$ cat config.mk
export PLATFORM = sky130hd
export DESIGN_NAME = sql_result_stream_scanner
export DESIGN_NICKNAME = d
export VERILOG_FILES = /design/src/hdl/srss_pkg.sv /design/src/hdl/sql_result_stream_scanner.sv /design/src/hdl/srss_parser.sv /design/src/hdl/srss_queue.sv
export SDC_FILE = /design/constraint.sdc
export NUM_CORES = 1
export LEC_CHECK = 0
export ABC_AREA = 0
export BUFFER_PORTS_ARGS = -buffer_cell sky130_fd_sc_hd__buf_2
export CAP_MARGIN = 20
export CORE_MARGIN = 3
export CORE_UTILIZATION = 55
export CTS_CLUSTER_DIAMETER = 40
export CTS_CLUSTER_SIZE = 10
export DETAILED_ROUTE_END_ITERATION = 7
export GPL_TIMING_DRIVEN = 0
export PLACE_DENSITY_LB_ADDON = 0.25
export SYNTH_ARGS = -nofsm -noshare
export SYNTH_HDL_FRONTEND = slang
export SYNTH_SLANG_ARGS = --single-unit
$ cat constraint.sdc
create_clock -name clk -period 5.85 [get_ports clk]
set_input_delay 0 -clock clk [delete_from_list [all_inputs] [get_ports clk]]
set_output_delay 0 -clock clk [all_outputs]
set_load 0.02 [all_outputs]
$ cat src/hdl/srss_pkg.sv
// Shared types and constants for the SQL result stream scanner.
`timescale 1ns / 1ps
`default_nettype none
package srss_pkg;
  localparam int unsigned PosW = 32;
  localparam int unsigned RowW = 32;

  // Event codes.
  localparam logic [2:0] EV_ROWS_BEGIN = 3'd0;
  localparam logic [2:0] EV_ROW        = 3'd1;
  localparam logic [2:0] EV_RS_END     = 3'd2;
  localparam logic [2:0] EV_OK_END     = 3'd3;
  localparam logic [2:0] EV_ERROR      = 3'd4;

  // Register index of the only configuration register.
  localparam logic [0:0] REG_STOP_AFTER_FIRST = 1'b0;

  // One result item as it travels between the parser and the output buffer.
  typedef struct packed {
    logic [2:0]      event_res;
    logic [PosW-1:0] byte_pos;
    logic [RowW-1:0] row_count;
    logic            more_results;
    logic            finished;
  } event_t;

  // Queue depth between the front and the back: the event in flight plus two.
  localparam int unsigned QueueDepth = 3;
endpackage
`default_nettype wire

$ cat src/hdl/sql_result_stream_scanner.sv
// Top level of the SQL result stream scanner.
// Input channel: one byte of the server response per item (in_valid/in_stall).
// Result channel: one event per item that completes an event (out_valid/out_stall),
//   with the byte position, the row count, the more-results bit and a finished
//   flag. After a finished event all later bytes are taken and ignored.
// Configuration: an APB-style port holds stop_after_first at address 0.
// Throughput: one byte per cycle while in_stall is low. The parser registers
// its event from the byte, and the event queue registers it before out_valid.
// A three-entry event queue sits between parser and output; the input stalls
// once two entries are held, so a stalled receiver never loses an event.
// Reset (synchronous, active low) returns to the start of a packet header,
// clears counters and the register, and empties the queue.
`timescale 1ns / 1ps
`default_nettype none
module sql_result_stream_scanner #(
  parameter int unsigned QueueDepth = srss_pkg::QueueDepth
) (
  input  wire logic        clk,
  input  wire logic        rst_n,
  input  wire logic        in_valid,
  output logic             in_stall,
  input  wire logic [7:0]  in_data_byte,
  output logic             out_valid,
  input  wire logic        out_stall,
  output logic [2:0]       out_event_res,
  output logic [31:0]      out_byte_pos,
  output logic [31:0]      out_row_count,
  output logic             out_more_results,
  output logic             out_finished,
  input  wire logic        cfg_psel,
  input  wire logic        cfg_penable,
  input  wire logic        cfg_pwrite,
  input  wire logic [1:0]  cfg_paddr,
  input  wire logic [31:0] cfg_pwdata,
  output logic [31:0]      cfg_prdata,
  output logic             cfg_pready
);
  localparam logic [1:0] StopAddr = 2'(4 * srss_pkg::REG_STOP_AFTER_FIRST);

  logic stop_r;
  logic ev_valid;
  srss_pkg::event_t ev, q_ev;
  logic [$clog2(QueueDepth+1)-1:0] q_cnt;

  // Configuration register.
  assign cfg_pready = 1'b1;
  assign cfg_prdata = (cfg_paddr == StopAddr) ? {31'd0, stop_r} : 32'd0;
  always_ff @(posedge clk) begin
    if (!rst_n) begin
      stop_r <= 1'b0;
    end else if (cfg_psel && cfg_penable && cfg_pwrite && cfg_paddr == StopAddr) begin
      stop_r <= cfg_pwdata[0];
    end
  end

  // Room for the event in flight plus one more.
  assign in_stall = (q_cnt >= ($clog2(QueueDepth+1))'(QueueDepth - 1));

  srss_parser u_parser (
    .clk(clk), .rst_n(rst_n), .stop_after_first(stop_r),
    .byte_valid(in_valid && !in_stall), .byte_data(in_data_byte),
    .ev_valid(ev_valid), .ev(ev)
  );

  srss_queue #(.Depth(QueueDepth)) u_queue (
    .clk(clk), .rst_n(rst_n), .push(ev_valid), .push_ev(ev),
    .pop_stall(out_stall), .pop_valid(out_valid), .pop_ev(q_ev), .count(q_cnt)
  );

  assign out_event_res    = q_ev.event_res;
  assign out_byte_pos     = q_ev.byte_pos;
  assign out_row_count    = q_ev.row_count;
  assign out_more_results = q_ev.more_results;
  assign out_finished     = q_ev.finished;
endmodule
`default_nettype wire

$ cat src/hdl/srss_parser.sv
// Front part: takes stream bytes and classifies them, producing events.
`timescale 1ns / 1ps
`default_nettype none
module srss_parser (
  input  wire logic           clk,
  input  wire logic           rst_n,
  input  wire logic           stop_after_first,
  input  wire logic           byte_valid,
  input  wire logic [7:0]     byte_data,
  output logic                ev_valid,
  output srss_pkg::event_t    ev
);
  typedef enum logic [4:0] {
    S_HDR, S_SEQ, S_FIRST, S_OK_A, S_OK_A_EXT, S_OK_B, S_OK_B_EXT, S_OK_STAT,
    S_OK_TAIL, S_ERR_TAIL, S_CNT_EXT, S_COL_LEN, S_COL_SKIP, S_CEOF, S_ROW_LEN,
    S_ROW_SKIP, S_EOF_SEQ, S_EOF_MARK, S_EOF_WARN, S_EOF_STAT
  } state_t;

  state_t      state_r, state_nxt;
  logic [23:0] plen_r, plen_nxt;
  logic [23:0] skip_r, skip_nxt;
  logic [23:0] fval_r, fval_nxt;
  logic [1:0]  fidx_r, fidx_nxt;
  logic [15:0] cols_r, cols_nxt;
  logic [31:0] rows_r, rows_nxt;
  logic [31:0] pos_r;
  logic        done_r, done_nxt;
  logic        evv_nxt;
  srss_pkg::event_t ev_nxt;
  logic [23:0] tb_val;
  logic [1:0]  tb_idx;
  logic [23:0] plen_dec;
  logic [23:0] skip_dec;
  logic [3:0]  lcb;
  logic        fin;

  // Little-endian field assembly; nonzero bytes past the third saturate the value.
  always_comb begin
    tb_val = fval_r;
    case (fidx_r)
      2'd0: tb_val = {16'd0, byte_data};
      2'd1: tb_val = {fval_r[23:16], byte_data, fval_r[7:0]};
      2'd2: tb_val = {byte_data, fval_r[15:0]};
      default: if (byte_data != 8'd0) tb_val = 24'hFFFFFF;
    endcase
    tb_idx = (fidx_r == 2'd3) ? fidx_r : fidx_r + 2'd1;
    plen_dec = (plen_r != 24'd0) ? plen_r - 24'd1 : plen_r;
    skip_dec = (skip_r != 24'd0) ? skip_r - 24'd1 : skip_r;
    case (byte_data)
      8'd252:  lcb = 4'd2;
      8'd253:  lcb = 4'd3;
      8'd254:  lcb = 4'd8;
      default: lcb = 4'd0;
    endcase
  end

  // Parse state update for one byte.
  always_comb begin
    state_nxt = state_r; plen_nxt = plen_r; skip_nxt = skip_r; fval_nxt = fval_r;
    fidx_nxt = fidx_r; cols_nxt = cols_r; rows_nxt = rows_r; done_nxt = done_r;
    evv_nxt = 1'b0; fin = 1'b0;
    ev_nxt = '{event_res: srss_pkg::EV_ROW, byte_pos: pos_r, row_count: '0,
               more_results: 1'b0, finished: 1'b0};
    case (state_r)
      S_HDR: begin
        fval_nxt = tb_val; fidx_nxt = tb_idx;
        if (tb_idx == 2'd3) begin
          plen_nxt = tb_val; state_nxt = S_SEQ;
        end
      end
      S_SEQ: state_nxt = S_FIRST;
      S_FIRST: begin
        plen_nxt = plen_dec;
        if (byte_data == 8'h00) begin
          state_nxt = S_OK_A;
        end else if (byte_data == 8'hFF) begin
          if (plen_dec == 24'd0) begin
            done_nxt = 1'b1; evv_nxt = 1'b1;
            ev_nxt.event_res = srss_pkg::EV_ERROR; ev_nxt.finished = 1'b1;
          end else begin
            state_nxt = S_ERR_TAIL;
          end
        end else if (lcb != 4'd0) begin
          skip_nxt = {20'd0, lcb}; fidx_nxt = 2'd0; state_nxt = S_CNT_EXT;
        end else begin
          fidx_nxt = 2'd0;
          cols_nxt = (byte_data < 8'd251) ? {8'd0, byte_data} : 16'd0;
          if (byte_data >= 8'd251 || byte_data == 8'd0) begin
            skip_nxt = 24'd8; state_nxt = S_CEOF;
          end else begin
            state_nxt = S_COL_LEN;
          end
        end
      end
      S_OK_A, S_OK_B: begin
        plen_nxt = plen_dec;
        if (lcb != 4'd0) begin
          skip_nxt = {20'd0, lcb};
          state_nxt = (state_r == S_OK_A) ? S_OK_A_EXT : S_OK_B_EXT;
        end else if (state_r == S_OK_A) begin
          state_nxt = S_OK_B;
        end else begin
          fidx_nxt = 2'd0; state_nxt = S_OK_STAT;
        end
      end
      S_OK_A_EXT, S_OK_B_EXT: begin
        plen_nxt = plen_dec; skip_nxt = skip_dec;
        if (skip_dec == 24'd0) begin
          if (state_r == S_OK_A_EXT) begin
            state_nxt = S_OK_B;
          end else begin
            fidx_nxt = 2'd0; state_nxt = S_OK_STAT;
          end
        end
      end
      S_OK_STAT: begin
        plen_nxt = plen_dec; fval_nxt = tb_val; fidx_nxt = tb_idx;
        if (tb_idx == 2'd2) begin
          if (plen_dec == 24'd0) begin
            fin = ~tb_val[3] | stop_after_first;
            done_nxt = fin; state_nxt = S_HDR; fidx_nxt = 2'd0; evv_nxt = 1'b1;
            ev_nxt.event_res = srss_pkg::EV_OK_END;
            ev_nxt.more_results = tb_val[3]; ev_nxt.finished = fin;
          end else begin
            state_nxt = S_OK_TAIL;
          end
        end
      end
      S_OK_TAIL: begin
        plen_nxt = plen_dec;
        if (plen_dec == 24'd0) begin
          fin = ~fval_r[3] | stop_after_first;
          done_nxt = fin; state_nxt = S_HDR; fidx_nxt = 2'd0; evv_nxt = 1'b1;
          ev_nxt.event_res = srss_pkg::EV_OK_END;
          ev_nxt.more_results = fval_r[3]; ev_nxt.finished = fin;
        end
      end
      S_ERR_TAIL: begin
        plen_nxt = plen_dec;
        if (plen_dec == 24'd0) begin
          done_nxt = 1'b1; evv_nxt = 1'b1;
          ev_nxt.event_res = srss_pkg::EV_ERROR; ev_nxt.finished = 1'b1;
        end
      end
      S_CNT_EXT: begin
        fval_nxt = tb_val; fidx_nxt = tb_idx; skip_nxt = skip_dec;
        if (skip_dec == 24'd0) begin
          cols_nxt = (tb_val > 24'hFFFF) ? 16'hFFFF : tb_val[15:0];
          fidx_nxt = 2'd0;
          if (tb_val == 24'd0) begin
            skip_nxt = 24'd8; state_nxt = S_CEOF;
          end else begin
            state_nxt = S_COL_LEN;
          end
        end
      end
      S_COL_LEN, S_ROW_LEN: begin
        fval_nxt = tb_val; fidx_nxt = tb_idx;
        if (tb_idx == 2'd3) begin
          skip_nxt = tb_val;
          if (state_r == S_COL_LEN) state_nxt = S_COL_SKIP;
          else if (tb_val == 24'd5) state_nxt = S_EOF_SEQ;
          else state_nxt = S_ROW_SKIP;
        end
      end
      S_COL_SKIP: begin
        if (skip_r != 24'd0) begin
          skip_nxt = skip_dec;
        end else begin
          cols_nxt = cols_r - 16'd1; fidx_nxt = 2'd0;
          if (cols_r == 16'd1) begin
            skip_nxt = 24'd8; state_nxt = S_CEOF;
          end else begin
            state_nxt = S_COL_LEN;
          end
        end
      end
      S_CEOF: begin
        if (skip_r != 24'd0) begin
          skip_nxt = skip_dec;
        end else begin
          rows_nxt = '0; evv_nxt = 1'b1; fidx_nxt = 2'd0; state_nxt = S_ROW_LEN;
          ev_nxt.event_res = srss_pkg::EV_ROWS_BEGIN;
        end
      end
      S_ROW_SKIP: begin
        if (skip_r != 24'd0) begin
          skip_nxt = skip_dec;
        end else begin
          if (rows_r != 32'hFFFFFFFF) rows_nxt = rows_r + 32'd1;
          evv_nxt = 1'b1; fidx_nxt = 2'd0; state_nxt = S_ROW_LEN;
          ev_nxt.event_res = srss_pkg::EV_ROW; ev_nxt.row_count = rows_nxt;
        end
      end
      S_EOF_SEQ: state_nxt = S_EOF_MARK;
      S_EOF_MARK: begin
        fidx_nxt = 2'd0;
        if (byte_data == 8'hFE) begin
          state_nxt = S_EOF_WARN;
        end else begin
          skip_nxt = 24'd3; state_nxt = S_ROW_SKIP;
        end
      end
      S_EOF_WARN: begin
        fval_nxt = tb_val; fidx_nxt = tb_idx;
        if (tb_idx == 2'd2) begin
          fidx_nxt = 2'd0; state_nxt = S_EOF_STAT;
        end
      end
      S_EOF_STAT: begin
        fval_nxt = tb_val; fidx_nxt = tb_idx;
        if (tb_idx == 2'd2) begin
          fin = ~tb_val[3] | stop_after_first;
          done_nxt = fin; state_nxt = S_HDR; fidx_nxt = 2'd0; evv_nxt = 1'b1;
          ev_nxt.event_res = srss_pkg::EV_RS_END; ev_nxt.row_count = rows_r;
          ev_nxt.more_results = tb_val[3]; ev_nxt.finished = fin;
        end
      end
      default: begin
        state_nxt = S_HDR; fidx_nxt = 2'd0;
      end
    endcase
  end

  // State registers; nothing changes once parsing has finished.
  always_ff @(posedge clk) begin
    if (!rst_n) begin
      state_r <= S_HDR; plen_r <= '0; skip_r <= '0; fval_r <= '0; fidx_r <= '0;
      cols_r <= '0; rows_r <= '0; pos_r <= '0; done_r <= 1'b0; ev_valid <= 1'b0;
    end else begin
      ev_valid <= 1'b0;
      if (byte_valid && !done_r) begin
        state_r <= state_nxt; plen_r <= plen_nxt; skip_r <= skip_nxt;
        fval_r <= fval_nxt; fidx_r <= fidx_nxt; cols_r <= cols_nxt;
        rows_r <= rows_nxt; pos_r <= pos_r + 32'd1; done_r <= done_nxt;
        ev_valid <= evv_nxt;
      end
    end
  end

  always_ff @(posedge clk) begin
    if (byte_valid && !done_r) ev <= ev_nxt;
  end
endmodule
`default_nettype wire

$ cat src/hdl/srss_queue.sv
// Back part: a small queue of events that drives the result channel.
`timescale 1ns / 1ps
`default_nettype none
module srss_queue #(
  parameter int unsigned Depth = srss_pkg::QueueDepth
) (
  input  wire logic             clk,
  input  wire logic             rst_n,
  input  wire logic             push,
  input  wire srss_pkg::event_t push_ev,
  input  wire logic             pop_stall,
  output logic                  pop_valid,
  output srss_pkg::event_t      pop_ev,
  output logic [$clog2(Depth+1)-1:0] count
);
  localparam int unsigned AW = (Depth > 1) ? $clog2(Depth) : 1;
  localparam int unsigned CW = $clog2(Depth+1);
  srss_pkg::event_t mem_r [Depth];
  logic [AW-1:0] wp_r, rp_r;
  logic [CW-1:0] cnt_r;
  logic pop;

  assign pop_valid = (cnt_r != '0);
  assign pop_ev = mem_r[rp_r];
  assign pop = pop_valid && !pop_stall;
  assign count = cnt_r;

  // Pointers and fill count.
  always_ff @(posedge clk) begin
    if (!rst_n) begin
      wp_r <= '0; rp_r <= '0; cnt_r <= '0;
    end else begin
      if (push) wp_r <= (wp_r == AW'(Depth - 1)) ? '0 : wp_r + AW'(1);
      if (pop) rp_r <= (rp_r == AW'(Depth - 1)) ? '0 : rp_r + AW'(1);
      cnt_r <= cnt_r + CW'(push) - CW'(pop);
    end
  end

  always_ff @(posedge clk) begin
    if (push) mem_r[wp_r] <= push_ev;
  end
endmodule
`default_nettype wire

# After elaboration in Yosys (flattened, before gate mapping)
# Memory sizes are Yosys's and may differ from the RTL's. A register that Yosys moved wholly into a read port is not among the register bits.
# Index checks and enable logic that the tools add are counted.
# totals
memories	1
ff_bits	237
input_bits	49
output_inout_bits	104
ramBits	207
# op_classes
mux	109
bitwise	6
n_reduce_logical	47
add_sub_neg	10
eq_ne	60
n_lt_le_gt_ge	4
# memory_table
name	depth	width	rd	rd_clocked_by_memory_dff	write_ports	line_no	rtl
u_queue.mem_r	3	69	1	1	1	srss_queue.sv:18	srss_pkg::event_t mem_r [Depth];
# op_table
operator	n
24-bit 2-to-1 mux	15
24-bit one-hot mux with 8 select lines	1
32-bit 2-to-1 mux	4
32-bit one-hot mux with 2 select lines	2
16-bit 2-to-1 mux	6
5-bit 2-to-1 mux	17
5-bit one-hot mux with 16 select lines	1
24-bit logical NOT	3
24-bit one-hot mux with 3 select lines	1
32-bit by 1-bit adder with 32-bit output, second input constant	2
2-bit 2-to-1 mux	25
16-bit one-hot mux with 3 select lines	1
24-bit one-hot mux with 2 select lines	1
24-bit nonzero test	2
24-bit by 1-bit subtractor with 24-bit output, second input constant	2
5-bit by 4-bit equality test with 1-bit output, second input constant	8
34-bit 2-to-1 mux	1
8-bit equality test, second input constant	4
32-bit inequality test, second input constant	1
24-bit by 3-bit equality test with 1-bit output, second input constant	1
24-bit by 16-bit greater-than comparator with 1-bit output, second input constant	1
3-bit 2-to-1 mux	8
2-bit by 1-bit inequality test with 1-bit output, second input constant	12
2-bit inequality test, second input constant	12
48 further kinds	105

# Depth between registers and ports, before layout
# Gate-level depths: netlist of the first run.
# logic_depth
word_depth	8
ltp_mapped	16

# Hierarchy
# From an unflattened synthesis of the first run, not the netlist that was laid out.
# hier_totals
cells_unflattened	2244
area_unflattened_um2	21884.7
# modules_own_cells
mod	seq_area_each_um2	n_inst	area_per_inst_um2	cells_each
srss_parser	5295.1	1	13544.2	1728
srss_queue	6376.1	1	8027.7	473
sql_result_stream_scanner	20.0	1	312.8	43

# Worst setup path after synthesis of the first run
# OpenSTA, ideal clock, no wires.
# synth_path
kind	reg-to-reg
from	reg u_parser.ev_valid
to	mem u_queue.mem_r[1][0] in the netlist's numbering (enable)
stages_incl_launch_ff	3
setup_slack_ns	-0.236
path_buffers	0
arrival_time_ns	5.489
t_required_ns	5.253
cell_sequence	dfxtp_1 inv_1 nor3b_1
# synth_via
elab_chain_len	2
# synth_rtl
element	line_no	rtl
from (decl)	srss_parser.sv:10	output logic ev_valid,
from (signal assigned)	srss_parser.sv:236	ev_valid <= evv_nxt;
1-bit 2-to-1 mux	srss_queue.sv:40	if (push) mem_r[wp_r] <= push_ev;
1-bit 2-to-1 mux (implied by the code)	srss_queue.sv:40	
to (decl)	srss_queue.sv:18	
# Every way passes these cells.

# Final worst setup path of the first run
# layout_path
from	reg u_parser.skip_r[1]
to	reg u_parser.cols_r[7]
# layout_via
elab_chain_len	5
# layout_rtl
element	line_no	rtl
from (decl)	srss_parser.sv:21	logic [23:0] skip_r, skip_nxt;
from (signal assigned)	srss_parser.sv:233	state_r <= state_nxt; plen_r <= plen_nxt; skip_r <= skip_nxt;
24-bit by 1-bit subtractor with 24-bit output or 24-bit nonzero test (tied branches)	srss_parser.sv:48, srss_parser.sv:167	
24-bit 2-to-1 mux	srss_parser.sv:48	skip_dec = (skip_r != 24'd0) ? skip_r - 24'd1 : skip_r;
24-bit logical NOT	srss_parser.sv:147	if (skip_dec == 24'd0) begin
2-bit by 1-bit inequality test with 1-bit output (no line)	--	
7-bit AND reduction (no line) (*)	--	
to (signal assigned)	srss_parser.sv:234	fval_r <= fval_nxt; fidx_r <= fidx_nxt; cols_r <= cols_nxt;
to (decl)	srss_parser.sv:24	logic [15:0] cols_r, cols_nxt;
# Mark *: on every way between the ends. The rest lies on a longest branch, timed or not.
# A chain may end at the register's enable or synchronous reset.

==> impl_metrics.yaml, run 1 <==
timing:
  fmax_mhz: 206
  final_hold_viol_count: 0
  min_period_ns: 4.84
  setup_ws_ns: 1.01
  slew_viol_final: 0
  whs_ns: 0.108
  skew_ns: 0.0219
  min_period_over_period_pct: 82.8
  rsz0062_at_grt: "false"
  worst-slew-pin-transition_ns: 1.34
  setup_viol: 0
  max_slew_margin_pct: 10.7
  tns_ns: 0
worst_setup_path:
  r2r_setup_slack_ns: 1.01
  critPathSlowestCell: "or4b_1"
  critPathCaptureType: "flip-flop"
  crit_arrival_ns: 5.24
  cp_num_buf_inv: 3
  worst-setup-path-type: "reg2reg"
  cp_max_fo: 10
  cp_cell_sequence: "clkbuf_1 -> inv_1 -> ha_1 -> or4b_1 -> nor3_4 -> nand2_1 -> ha_1 -> nor4b_2 -> nand3b_1 -> a2111oi_2 -> nand4_1 -> or3_4 -> a21oi_1 -> clkbuf_1 -> a211oi_1"
  crit_family: "simple AND/OR/NAND/NOR gates"
  critical_path.max_stage_delay_ns: 0.59
  critPathRequiredTime_ns: 6.25
  cp-start-kind: "flip-flop"
synthesis:
  netlist.area_leader.share_pct: 37.7
  yosysUniqueCellTypes: 83
  synthTopCellsByArea: "edfxtp_1, dfxtp_1, o21ai_0, nor2_1, nand2_1"
  synth.largest_area_cell: "edfxtp_1"
  synth-seq-cells: 446
  synth_top_flop_cell: "edfxtp_1"
  yosysWarnings: 0
  async_reset_ff_share_pct: 0
  avgSynthCellArea_um2: 9.54
  synthesis.instances: 2303
  netlist_area_um2: 22000
  synth-edff-count: 276
  ys_seq_area_share_pct: 53.2
drt:
  ant_nets: 0
  drc: 0
  avgRoutedWirePerCell_um: 21.2
  drt_iter0_markers: 1977
  num_vias: 19000
  drt_first_pass_iters: 6
  vias_per_cell: 6.17
  drt-total-wl_um: 65200
power:
  comb_power_share_pct: 15.4
  p_sw_share_pct: 27.8
  ir_drop_mv: 0.261
  power_frac_seq_pct: 40.9
  power.density_nw_per_um2: 337
  total_leakage_power_uw: 0.00898
  p_int_uw: 6250
  pwr-share-clk_pct: 43.7
  switching_power_uw: 2400
  power.total_uw: 8660
floorplanning:
  die-height_um: 206
  start_util_pct: 56.2
  dieArea_um2: 42400
  die_x_um: 206
  rows: 72
  core_um2: 39100
  io_pins: 153
grt:
  grt_overflow: 0
  grt_pass1_wl_um: 101000
  grt_pass1_vias: 18100
  grtUsageTotal_pct: 30.5
  grt_max_degree: 41
  antenna_found_initial: 0
final_layout:
  antennaDiodeCount: 0
  area.growth.synth_to_final_pct: 16.8
  final_nets: 2576
  drive_gt1_share_pct: 11.3
placed_design:
  gp_congestion: 0.973
  hpwl_um: 45900
  place_ws_ns: 1.11
  portBuffers: 87
clock_network:
  cts_sinks: 446
  clock_path_buffers: 3
  post_cts_buffers: 0
  root_buffer: "clkbuf_16"
  htreeDepth: 3
  clk_latency_ns: 0.58
  clk_pin_slew_worst_paths_ns: 0.05
  tritoncts: "yes"
  cts_buffers: 66
  cts-resized-gates: 0
flow_run:
  maxCapViolCount: 0
worst_hold_path:
  holdCritPathClass: "in2reg"
run_status:
  status: "complete, no violations"
[final cells by class]
class / count / area, um^2
buffer: 188 / 851
clock buffer: 93 / 1830
clock inverter: 24 / 293
fill: 3088 / 13400
inverter: 43 / 161
multi-input combinational: 1656 / 9420
sequential: 446 / 11700
tap: 518 / 648
timing repair buffer: 115 / 793
[cells in the mapped netlist (24+ instances only)]
master and count:
o31ai_1 34, buf_4 34, inv_1 42, edfxtp_1 276, nor4_1 34, mux2i_1 81, clkbuf_1 130, dfxtp_1 170
nand3_1 62, a22oi_1 24, o21ai_0 236, nor3_1 79, nand2_1 244, nand4_1 27, a21oi_1 152, or3_1 35
a211oi_1 35, nor2_1 254
[state kept, by name (all words and copies together) (netlist names), named ones only]
register and flops:
u_parser.done_r 1, u_queue.count 2, u_parser.state_r 5, stop_r 1, u_parser.fval_r 24, u_parser.ev_valid 1
u_parser.skip_r 24, u_parser.pos_r 32, u_parser.fidx_r 2, u_parser.cols_r 16, u_parser.plen_r 24, u_queue.mem_r 207
u_queue.rp_r 2, u_queue.wp_r 2, u_parser.rows_r 32, u_parser.ev 69
[power groups by stage]
| stage | logic (uW) | registers, uW | clock network (uW) |
|---|---|---|---|
| 2_1_floorplan | 868 | 3570 | 0 |
| 3_3_place_gp | 1280 | 3600 | 0 |
| 3_5_place_dp | 1290 | 3600 | 0 |
| 4_1_cts | 1310 | 3530 | 3830 |
| 5_1_grt | 1430 | 3540 | 3970 |
| 6_report | 1340 | 3540 | 3780 |
[logic make-up (layout without fill, tap and decap cells)]
group                    count (synthesis)  after routing  synth area share (%)
XOR/XNOR                                43             43                  1.71
AO/OA/AOI/OAI                          612            612                  16.8
buffers and inverters                  231            463                  4.59
adder cells (fa/ha/maj)                 11             11                 0.626
other                                    2             32                0.0342
multiplexers                            82             82                  3.74
AND/OR/NAND/NOR                        876            876                  19.3
flip-flops                             446            446                  53.2
[final timing paths]
kind	start	to	cells past startpoint
setup reg to reg	u_parser.skip_r[1]	u_parser.cols_r[7]	15
hold reg to reg	u_parser.skip_r[22]	u_parser.skip_r[22]	2
hold / removal	in_data_byte[2]	u_parser.cols_r[2]	3
setup / recovery	u_parser.skip_r[1]	u_parser.cols_r[7]	15
[worst reg2reg max path: cells and delay by family (launching register included)]
family / cells / cell delay, ns
compound gates: 3 / 0.84
simple gates: 7 / 2.18
fa+ha+maj: 2 / 0.60
buf+inv: 3 / 0.77
flops: 1 / 0.29
[layout by cell type, fill, tap and decap left out, types with 42 or more instances in the layout]
cell | synthesis | layout
clkbuf_1 | 130 | 151
nor2_1 | 254 | 253
mux2i_1 | 81 | 81
o21ai_0 | 236 | 236
buf_2 | 11 | 101
nor3_1 | 79 | 78
inv_1 | 42 | 42
nand2_1 | 244 | 244
nand3_1 | 62 | 62
edfxtp_1 | 276 | 276
dfxtp_1 | 170 | 170
clkbuf_16 | 0 | 68
a21oi_1 | 152 | 152
[routing by layer]
| layer | vias up | part of all wire [%] | GRT usage, % | routed length, um |
|---|---|---|---|---|
| li1 | 8840 | - | - | - |
| met5 | - | 0 | 0 | 0 |
| met4 | 0 | 4.0 | 13.0 | 2630 |
| met3 | 180 | 8.7 | 5.23 | 5660 |
| met1 | 9057 | 41 | 40.7 | 26500 |
| met2 | 938 | 47 | 49.6 | 30400 |
[what timing repair did]
action,in CTS,in global routing
hold buffers,8,0
endpoints found under the hold margin,10,0
setup endpoints to repair,0,0
[through the flow]
step                cells  utilization [%]  area, um^2
floorplan            2333                -       22100
global placement     2938             59.3       23200
detailed placement   2957             60.0       23500
CTS                  3082             65.7       25700
global route         3083             65.7       25700
finish               3083             65.7       25700
No activity file was read; power rests on OpenSTA's default activity.
==> run 2, diff against run 1 <==
==> constraint.sdc (replaced) <==
create_clock -name clk -period 4.7 [get_ports clk]
set_input_delay 0 -clock clk [delete_from_list [all_inputs] [get_ports clk]]
set_output_delay 0 -clock clk [all_outputs]
set_load 0.02 [all_outputs]
==> impl_metrics.yaml, run 2 (synthesis gave the netlist of run 1 again) <==
drt:
  drt_first_pass_iters: 6
  drc: 0
  ant_nets: 0
  vias_per_cell: 6.23
  drt_iter0_markers: 1920
  avgRoutedWirePerCell_um: 21.2
  num_vias: 19300
  drt-total-wl_um: 65500
floorplanning:
  core_um2: 39100
  die-height_um: 206
  start_util_pct: 56.2
  die_x_um: 206
  rows: 72
  io_pins: 153
  dieArea_um2: 42400
timing:
  fmax_mhz: 225
  min_period_ns: 4.45
  min_period_over_period_pct: 94.7
  worst-slew-pin-transition_ns: 1.36
  whs_ns: 0.0828
  slew_viol_final: 0
  max_slew_margin_pct: 9.49
  final_hold_viol_count: 0
  setup_viol: 0
  rsz0062_at_grt: "false"
  skew_ns: 0.0270
final_layout:
  area.growth.synth_to_final_pct: 17.5
  largest_register: "u_queue.mem_r"
  drive_gt1_share_pct: 11.7
  antennaDiodeCount: 0
  nFillCells: 3066
  final_cell_mix: "edfxtp_1, nor2_1, nand2_1"
  final_common_cell: "edfxtp_1"
  largest_register_ffs: 207
  reg_top3: "u_queue.mem_r x207, u_parser.ev x69"
  final_nets: 2576
clock_network:
  clock_path_buffers: 3
  clk_pin_slew_worst_paths_ns: 0.04
  tritoncts: "yes"
  cts_sinks: 446
  cts_buffers: 68
  root_buffer: "clkbuf_16"
  htreeDepth: 3
  clk_latency_ns: 0.59
power:
  power.total_uw: 11000
  power.density_nw_per_um2: 424
  ir_drop_mv: 0.366
  total_leakage_power_uw: 0.00903
placed_design:
  hpwl_um: 45700
  portBuffers: 87
  gp_congestion: 0.983
worst_setup_path:
  cp.depth: 15
  crit_arrival_ns: 4.91
  worst_path_most_repeated_cell: "clkbuf_1"
  critical_path.max_stage_delay_ns: 0.66
  critPathCaptureType: "flip-flop"
  cp_max_fo: 9
  cp-start-kind: "flip-flop"
  critPathRequiredTime_ns: 5.15
  worst-setup-path-type: "reg2reg"
  cp_num_buf_inv: 3
  critPathSlowestCell: "or4_1"
  cp_cell_sequence: "clkbuf_1 -> or4_1 -> nor3_4 -> buf_12 -> nand2_1 -> ha_2 -> nor4b_2 -> nand3b_1 -> a2111oi_2 -> nand4_1 -> or3_4 -> a22o_1 -> or3b_1 -> clkbuf_1 -> mux2i_1"
  crit_family: "simple AND/OR/NAND/NOR gates"
  rr_worst_depth: 15
grt:
  grt_pass1_vias: 18200
  grtUsageTotal_pct: 30.6
  grt_max_degree: 41
  antenna_found_initial: 1
  grt_overflow: 0
  grt_pass1_wl_um: 101000
worst_hold_path:
  hold_depth: 3
  holdCritPathClass: "in2reg"
flow_run:
  maxCapViolCount: 0
run_status:
  status: "complete, no violations"
==> run 2: cell count changes in the layout (fill, tap and decap cells not counted), sizes merged <==
cell      delta
bufinv       -1
clkbuf       +3
clkinvlp     +2
inv          +1
==> run 2: stage by stage <==
step | cells | worst slack, ns | setup TNS (ns) | util [%] | cell area, um^2
floorplan | 2333 | 0.628 | 0 | - | 22100
global placement | 2938 | -1.80 | -232.43 | 59.3 | 23200
detailed placement | 2954 | -0.0607 | -0.583 | 60.1 | 23500
CTS | 3087 | 0.0788 | 0 | 66.0 | 25800
global route | 3088 | 0.0000422 | 0 | 66.1 | 25800
finish | 3088 | 0.247 | 0 | 66.1 | 25800
==> run 2: timing repair <==
action | 4_1_cts | 5_1_grt
resized for setup | 1 | 3
endpoints found under the setup margin | 17 | 23
buffers inserted | 1 | 2
pin swaps | 1 | 1
hold endpoints to repair | 9 | 0
hold buffers | 8 | 0
gates cloned | 0 | 0
==> run 2: power by group <==
| part | switching [uW] | internal, uW | total [uW] |
|---|---|---|---|
| Clock | 1810 | 3070 | 4880 |
| Sequential | 104 | 4300 | 4400 |
| Combinational | 1180 | 499 | 1670 |
| Total | 3090 | 7870 | 11000 |
==> run 2: layout make-up <==
type / instances / area (um^2) / share of cell area, %
well taps: 518 / 648 / 2.51
flip-flops and latches: 446 / 11700 / 45.3
plain buffers: 187 / 848 / 3.28
multi-input cells: 1656 / 9440 / 36.5
clock buffers: 98 / 1910 / 7.39
clock inverters: 26 / 304 / 1.18
inverters: 43 / 161 / 0.625
repair buffers: 114 / 833 / 3.23
==> run 2: final timing paths <==
| path | from | end | slack (ns) |
|---|---|---|---|
| worst max-delay path | u_parser.skip_r[12] | u_parser.state_r[3] | 0.25 |
| worst min-delay path | in_data_byte[2] | u_parser.cols_r[2] | 0.08 |
| worst max register to register | u_parser.skip_r[12] | u_parser.state_r[3] | 0.25 |
| worst min register to register | u_parser.skip_r[22] | u_parser.skip_r[22] | 0.45 |
==> run 2: worst reg2reg max path, delay by kind of cell, from the launching register on <==
kind                       cells  cell delay [ns]
and+or+nand+nor                8             2.36
AOI/OAI and AO/OA              2             0.57
buffers and inverters          3             0.54
adders and majority gates      1             0.42
DFF                            1             0.29
muxes                          1             0.15
==> run 2: metal layers <==
layer | GRT usage [%] | wire (um) | vias to the layer above
li1 | - | - | 8859
met1 | 39.9 | 26500 | 9284
met2 | 49.8 | 30800 | 931
met3 | 5.80 | 5470 | 177
met4 | 13.9 | 2820 | 2
met5 | 0 | 13 | -
